File: config.mk
export PLATFORM = sky130hd
export DESIGN_NAME = ngc_ram
export DESIGN_NICKNAME = d
export VERILOG_FILES = /design/src/hdl/ngc_ram.sv
export SDC_FILE = /design/constraint.sdc
export NUM_CORES = 1
export LEC_CHECK = 0
export ABC_AREA = 1
export BUFFER_PORTS_ARGS = -buffer_cell sky130_fd_sc_hd__buf_2
export CAP_MARGIN = 20
export CELL_PAD_IN_SITES_DETAIL_PLACEMENT = 1
export CELL_PAD_IN_SITES_GLOBAL_PLACEMENT = 1
export CORE_MARGIN = 1.5
export CORE_UTILIZATION = 49
export CTS_CLUSTER_SIZE = 24
export DETAILED_ROUTE_END_ITERATION = 7
export PLACE_DENSITY = 0.76
export SLEW_MARGIN = 40
export SYNTH_ARGS = -nofsm -noshare
export SYNTH_HDL_FRONTEND = slang
export SYNTH_SLANG_ARGS = --single-unit
File: constraint.sdc
create_clock -name clock -period 1.6 [get_ports clock]
set_input_delay 0.48 -clock clock [delete_from_list [all_inputs] [get_ports clock]]
set_output_delay 0.48 -clock clock [all_outputs]
set_load 0.02 [all_outputs]
File: src/hdl/ngc_ram.sv
// Generic single-write, single-read RAM with registered read data.
`timescale 1ns / 1ps
module ngc_ram #(
   parameter int WIDTH = 8,
   parameter int DEPTH = 16
) (
   input  logic                     clock,
   input  logic                     wr_en,
   input  logic [$clog2(DEPTH)-1:0] wr_addr,
   input  logic [WIDTH-1:0]         wr_data,
   input  logic [$clog2(DEPTH)-1:0] rd_addr,
   output logic [WIDTH-1:0]         rd_data
);

   logic [WIDTH-1:0] mem_ff [DEPTH];
   logic [WIDTH-1:0] rd_data_ff;

   always_ff @(posedge clock) begin
      if (wr_en) begin
         mem_ff[wr_addr] <= wr_data;
      end
      rd_data_ff <= mem_ff[rd_addr];
   end

   assign rd_data = rd_data_ff;

endmodule

=== Word-level counts from Yosys, hierarchy flattened ===
Memory sizes are Yosys's and may differ from the RTL's. A register that Yosys moved wholly into a read port is not among the register bits.
Cells that the tools add are included.
W data, S select, Z words.

* Bits in registers: 0
* RAM bits: 128
* Bits of input ports: 18
* Output and inout port bits: 8
* Word-level logic and storage cells: 3
* Memories: 1

{| class="wikitable"
|+ Memories
! memory !! depth !! bits a word !! rd ports !! clocked after Yosys merged registers in !! wr ports !! RTL line !! text
|-
| mem_ff || 16 || 8 || 1 || 1 || 1 || 15 || <nowiki>logic [WIDTH-1:0] mem_ff [DEPTH];</nowiki>
|}

* Mux-type cells: 2

{| class="wikitable"
|+ Operators by type and width
! operator !! number
|-
| $mux W1 || 2
|}

=== Longest topological paths before layout ===
* Depth after elaboration: 2
* Mapped depth: 8
* Gate-level depth less buffers: 7

=== Worst setup path after synthesis ===
Ideal clock, no wire load.

* Path kind: input -> register
* Start point: input wr_addr[2]
* End point: memory mem_ff[10][0] (enable)
* Library setup time: 0.370 ns
* Arrival: 1.061 ns
* Required time: 1.230 ns
* Slack: 0.169 ns
* Cell stages on the path: 2
* Buffers on the path: 0
* Cell sequence: nand3b_1 nor2_1

{| class="wikitable"
|+ RTL lines
! what !! RTL line !! text
|-
| start, declared || 9 || <nowiki>input logic [$clog2(DEPTH)-1:0] wr_addr,</nowiki>
|-
| end, declared || 15 ||
|}

No word-level cell before the write port.

=== Worst setup path after layout ===
* Start point: register rd_data_ff[1], in the netlist rd_data[1] (read register of mem_ff)
* End point: output rd_data[1]

{| class="wikitable"
|+ RTL lines
! what !! RTL line !! text
|-
| start, declared || 16 || <nowiki>logic [WIDTH-1:0] rd_data_ff;</nowiki>
|-
| end, declared || 12 || <nowiki>output logic [WIDTH-1:0] rd_data</nowiki>
|}

No word-level cell between the ends.

==> results.sh <==
export IMPL_final_util_pct=58.7
export IMPL_clock_power_share_pct=45.4
export IMPL_h_tree_depth=4
export IMPL_synth_sequential_area_ratio_pct=69.4
export IMPL_net_switching_power_w=0.00181
export IMPL_clk_transition_reported_paths_ps=50
export IMPL_cts_buffers_inserted=17
export IMPL_arrival_worst_endpoint_ps=970
export IMPL_period_share_pct=90.6
export IMPL_static_leakage_power_nw=2.96
export IMPL_number_of_distinct_library_cells_after_synthesis=12
export IMPL_worst_path_largest_cell_delay_ps=370
export IMPL_power_frac_seq_pct=48.0
export IMPL_routed_wl_um=14600
export IMPL_final_instance_count_excl_fill=753
export IMPL_fin_total_pwr_w=0.00836
export IMPL_share_comb_of_total_power_pct=6.6
export IMPL_pwr_cell_area_mw_per_mm2=1240
export IMPL_path_max_fanout=1
export IMPL_r2r_worst_path_cells=6
export IMPL_synth_xor_area_share_pct=0
export IMPL_maxSlewViolCount=0
export IMPL_crit_buf_inv=1
export IMPL_worstPathCellList="buf_2"
export IMPL_critical_path_depth=1
export IMPL_synth_adder_area_share_pct=0
export IMPL_post_place_cells=722
export IMPL_critical_path_top_delay_family="flip-flops"
export IMPL_cp_class="flop to primary output"
export IMPL_worstSetupStartpointType="flop"
export IMPL_synthMuxAreaShare_pct=0
export IMPL_area_fraction_in_compound_gates_after_synthesis_pct=0
export IMPL_unrepaired_setup_endpoints_after_global_routing="no"
export IMPL_chipHeight_um=111
export IMPL_coreArea_mm2=0.0115
export IMPL_first_global_vias=4165
export IMPL_ys_seq_elements=136
export IMPL_initialDrtViolationCount=267
export IMPL_cts_hold_buffers=0
export IMPL_netlist_top_cell_by_area="sky130_fd_sc_hd__edfxtp_1"
export IMPL_synthesis_yosys_warnings=0
export IMPL_wl_per_cell_um=19.4
export IMPL_number_of_vias_per_cell=5.18
export IMPL_cts_sink_count=136
export IMPL_synthCells=551
export IMPL_endpoint_kind="primary output"
export IMPL_drive_gt1_share_pct=13.3
export IMPL_worst_ir_drop_vdd_mv=0.729
export IMPL_firstDrtPassIters=5
export IMPL_ctsRootBufferMaster="sky130_fd_sc_hd__clkbuf_16"
export IMPL_synth_simple_gate_area_share_pct=21.0
export IMPL_number_of_enable_type_register_cells_in_the_synthesized_netlist=128
export IMPL_max_freq_mhz=690
export IMPL_netlist_top_cells_area="sky130_fd_sc_hd__edfxtp_1, sky130_fd_sc_hd__nand2_1, sky130_fd_sc_hd__nand3_1, sky130_fd_sc_hd__inv_1, sky130_fd_sc_hd__dfxtp_1"
export IMPL_timing_critical_path_slowest_stage_cell="sky130_fd_sc_hd__dfxtp_1"
export IMPL_p_sw_share_pct=21.6
export IMPL_use_met3_pct=5.50
export IMPL_globalRouteTotalUtil_pct=25.3
export IMPL_postSynth_asyncResetShare_pct=0
export IMPL_routabilityCongestion=0.821
export IMPL_cap_viol_max_count=0
export IMPL_vias=3898
export IMPL_start_util_pct=50.3
export IMPL_drc=0
export IMPL_cts_max_path_bufs=2
export IMPL_area_growth_pct=16.8
export IMPL_io_buffer_count=25
export IMPL_globalRouteMet2Util_pct=42.8
export IMPL_p_int_w=0.00655
export IMPL_layout_min_cycle_time_ps=1450
export IMPL_avgSynthCellArea_um2=10.5
export IMPL_n_antenna_cell=0
export IMPL_chipWidth_um=111
export IMPL_synth_ff_type="sky130_fd_sc_hd__edfxtp_1"
export IMPL_clock_insertion_delay_worst_skew_ps=420
export IMPL_place_worst_setup_slack_ps=-2.95
export IMPL_grt_pass1_wl_um=23100
export IMPL_antenna_found_initial=0
export IMPL_io_pin_count=26
export IMPL_cts_repair_resized=0
export IMPL_filler_cell_count=1248
export IMPL_report_final_setup_viol=0
export IMPL_post_synth_top_count_cell="sky130_fd_sc_hd__nand2_1"
export IMPL_status="finished, final reports clean"
export IMPL_min_delay_path_depth=1
export IMPL_remaining_number_of_nets_flagged_by_the_antenna_check_after_routing=0
export IMPL_netlist_top_cells_count="sky130_fd_sc_hd__nand2_1, sky130_fd_sc_hd__edfxtp_1, sky130_fd_sc_hd__inv_1"
export IMPL_dominant_combinational_cell_family_by_area_after_synthesis="simple AND/OR/NAND/NOR gates"
export IMPL_max_slew_worst_pin_slew_ps=378
export IMPL_global_route_peak_usage_layer="met2"
export IMPL_critPathRequiredTime_ps=1120
export IMPL_rrSetupSlack_ps=440
export IMPL_slew_limit_headroom_pct=74.8
export IMPL_postSynthNetCount=569
export IMPL_row_count=39
export IMPL_cts_setup_buffers=0
export IMPL_timing_hold_worst_class="primary input to flop"
export IMPL_finalClockSkew_ps=7.50
export IMPL_synth_top_cell_area_share_pct=66.7
export IMPL_min_hold_slack_ps=474
export IMPL_netlist_area_mm2=0.00577
export IMPL_die_area_mm2=0.0124
export IMPL_cts_tree="done"
export IMPL_grt_overflow_total=0
export IMPL_timing_final_hold_violations=0
export IMPL_pin_count_of_the_biggest_net_entering_global_routing=39
export IMPL_gr_usage_met1_pct=32.3
export IMPL_hpwl_um=9560
export IMPL_finish_net_count=616
export IMPL_post_route_worst_setup_slack_ps=150
[routing by layer]
| layer | vias to the layer above | share of wire (%) |
|---|---|---|
| met5 | - | 0 |
| met1 | 1927 | 42 |
| li1 | 1864 | - |
| met3 | 22 | 4.2 |
| met4 | 0 | 1.7 |
| met2 | 85 | 52 |
[path summary, 6_finish.rpt]
path,start,endpoint
worst max-delay path,rd_data[1],rd_data[1]
worst min-delay path,wr_data[2],mem_ff[5][2]
worst max register to register,mem_ff[1][6],rd_data[6]
worst min register to register,mem_ff[14][4],rd_data[4]
[through the flow]
stage	setup TNS (ps)	instance area [um^2]
floorplan	0	5770
global placement	0	6170
detailed placement	-2.95	6170
CTS	0	6740
global route	0	6740
finish	0	6740
[cells by family (layout without fill, tap and decap cells)]
kind of cell  after synthesis  after routing
buf+inv                   126            185
flops                     136            136
simple gates              289            289
[final cells by class]
class                      count  area, um^2  area share (%)
multi-input combinational    289        1210            18.0
timing repair buffer          52         390            5.80
sequential                   136        4000            59.4
clock inverter                13         136            2.02
clock buffer                  18         429            6.37
inverter                     102         383            5.68
tap                          143         179            2.66
[power groups by stage]
stage | sequential [W] | clock, W | combinational [W]
floorplan | 0.00411 | 0 | 0.000281
global placement | 0.00408 | 0 | 0.000530
detailed placement | 0.00409 | 0 | 0.000551
CTS | 0.00401 | 0.00384 | 0.000556
global route | 0.00402 | 0.00398 | 0.000605
finish | 0.00401 | 0.00380 | 0.000548
[layout by cell type (no fill, tap or decap)]
cell	instances
sky130_fd_sc_hd__nand2_1	173
sky130_fd_sc_hd__edfxtp_1	128
sky130_fd_sc_hd__inv_1	100
sky130_fd_sc_hd__nand3_1	97
sky130_fd_sc_hd__buf_2	25
sky130_fd_sc_hd__buf_4	22
sky130_fd_sc_hd__nor2_1	17
sky130_fd_sc_hd__clkbuf_16	17
sky130_fd_sc_hd__dfxtp_1	8
sky130_fd_sc_hd__clkinv_2	7
sky130_fd_sc_hd__buf_12	5
sky130_fd_sc_hd__bufinv_16	3
sky130_fd_sc_hd__clkinv_1	3
sky130_fd_sc_hd__inv_2	2
sky130_fd_sc_hd__nand3b_1	2
sky130_fd_sc_hd__clkbuf_1	1
[state kept, by name (all words and copies together) (netlist names)]
name and flops:
rd_data 8, mem_ff 128
[worst register-to-register path, stage by stage, from the launching register on]
cell and delay [ps]:
sky130_fd_sc_hd__edfxtp_1 370, sky130_fd_sc_hd__inv_1 90, sky130_fd_sc_hd__nand2_1 80, sky130_fd_sc_hd__nand3_1 100, sky130_fd_sc_hd__nand3_1 130, sky130_fd_sc_hd__nand3_1 190, sky130_fd_sc_hd__nand2_1 80
No activity file was read; power rests on OpenSTA's default activity.
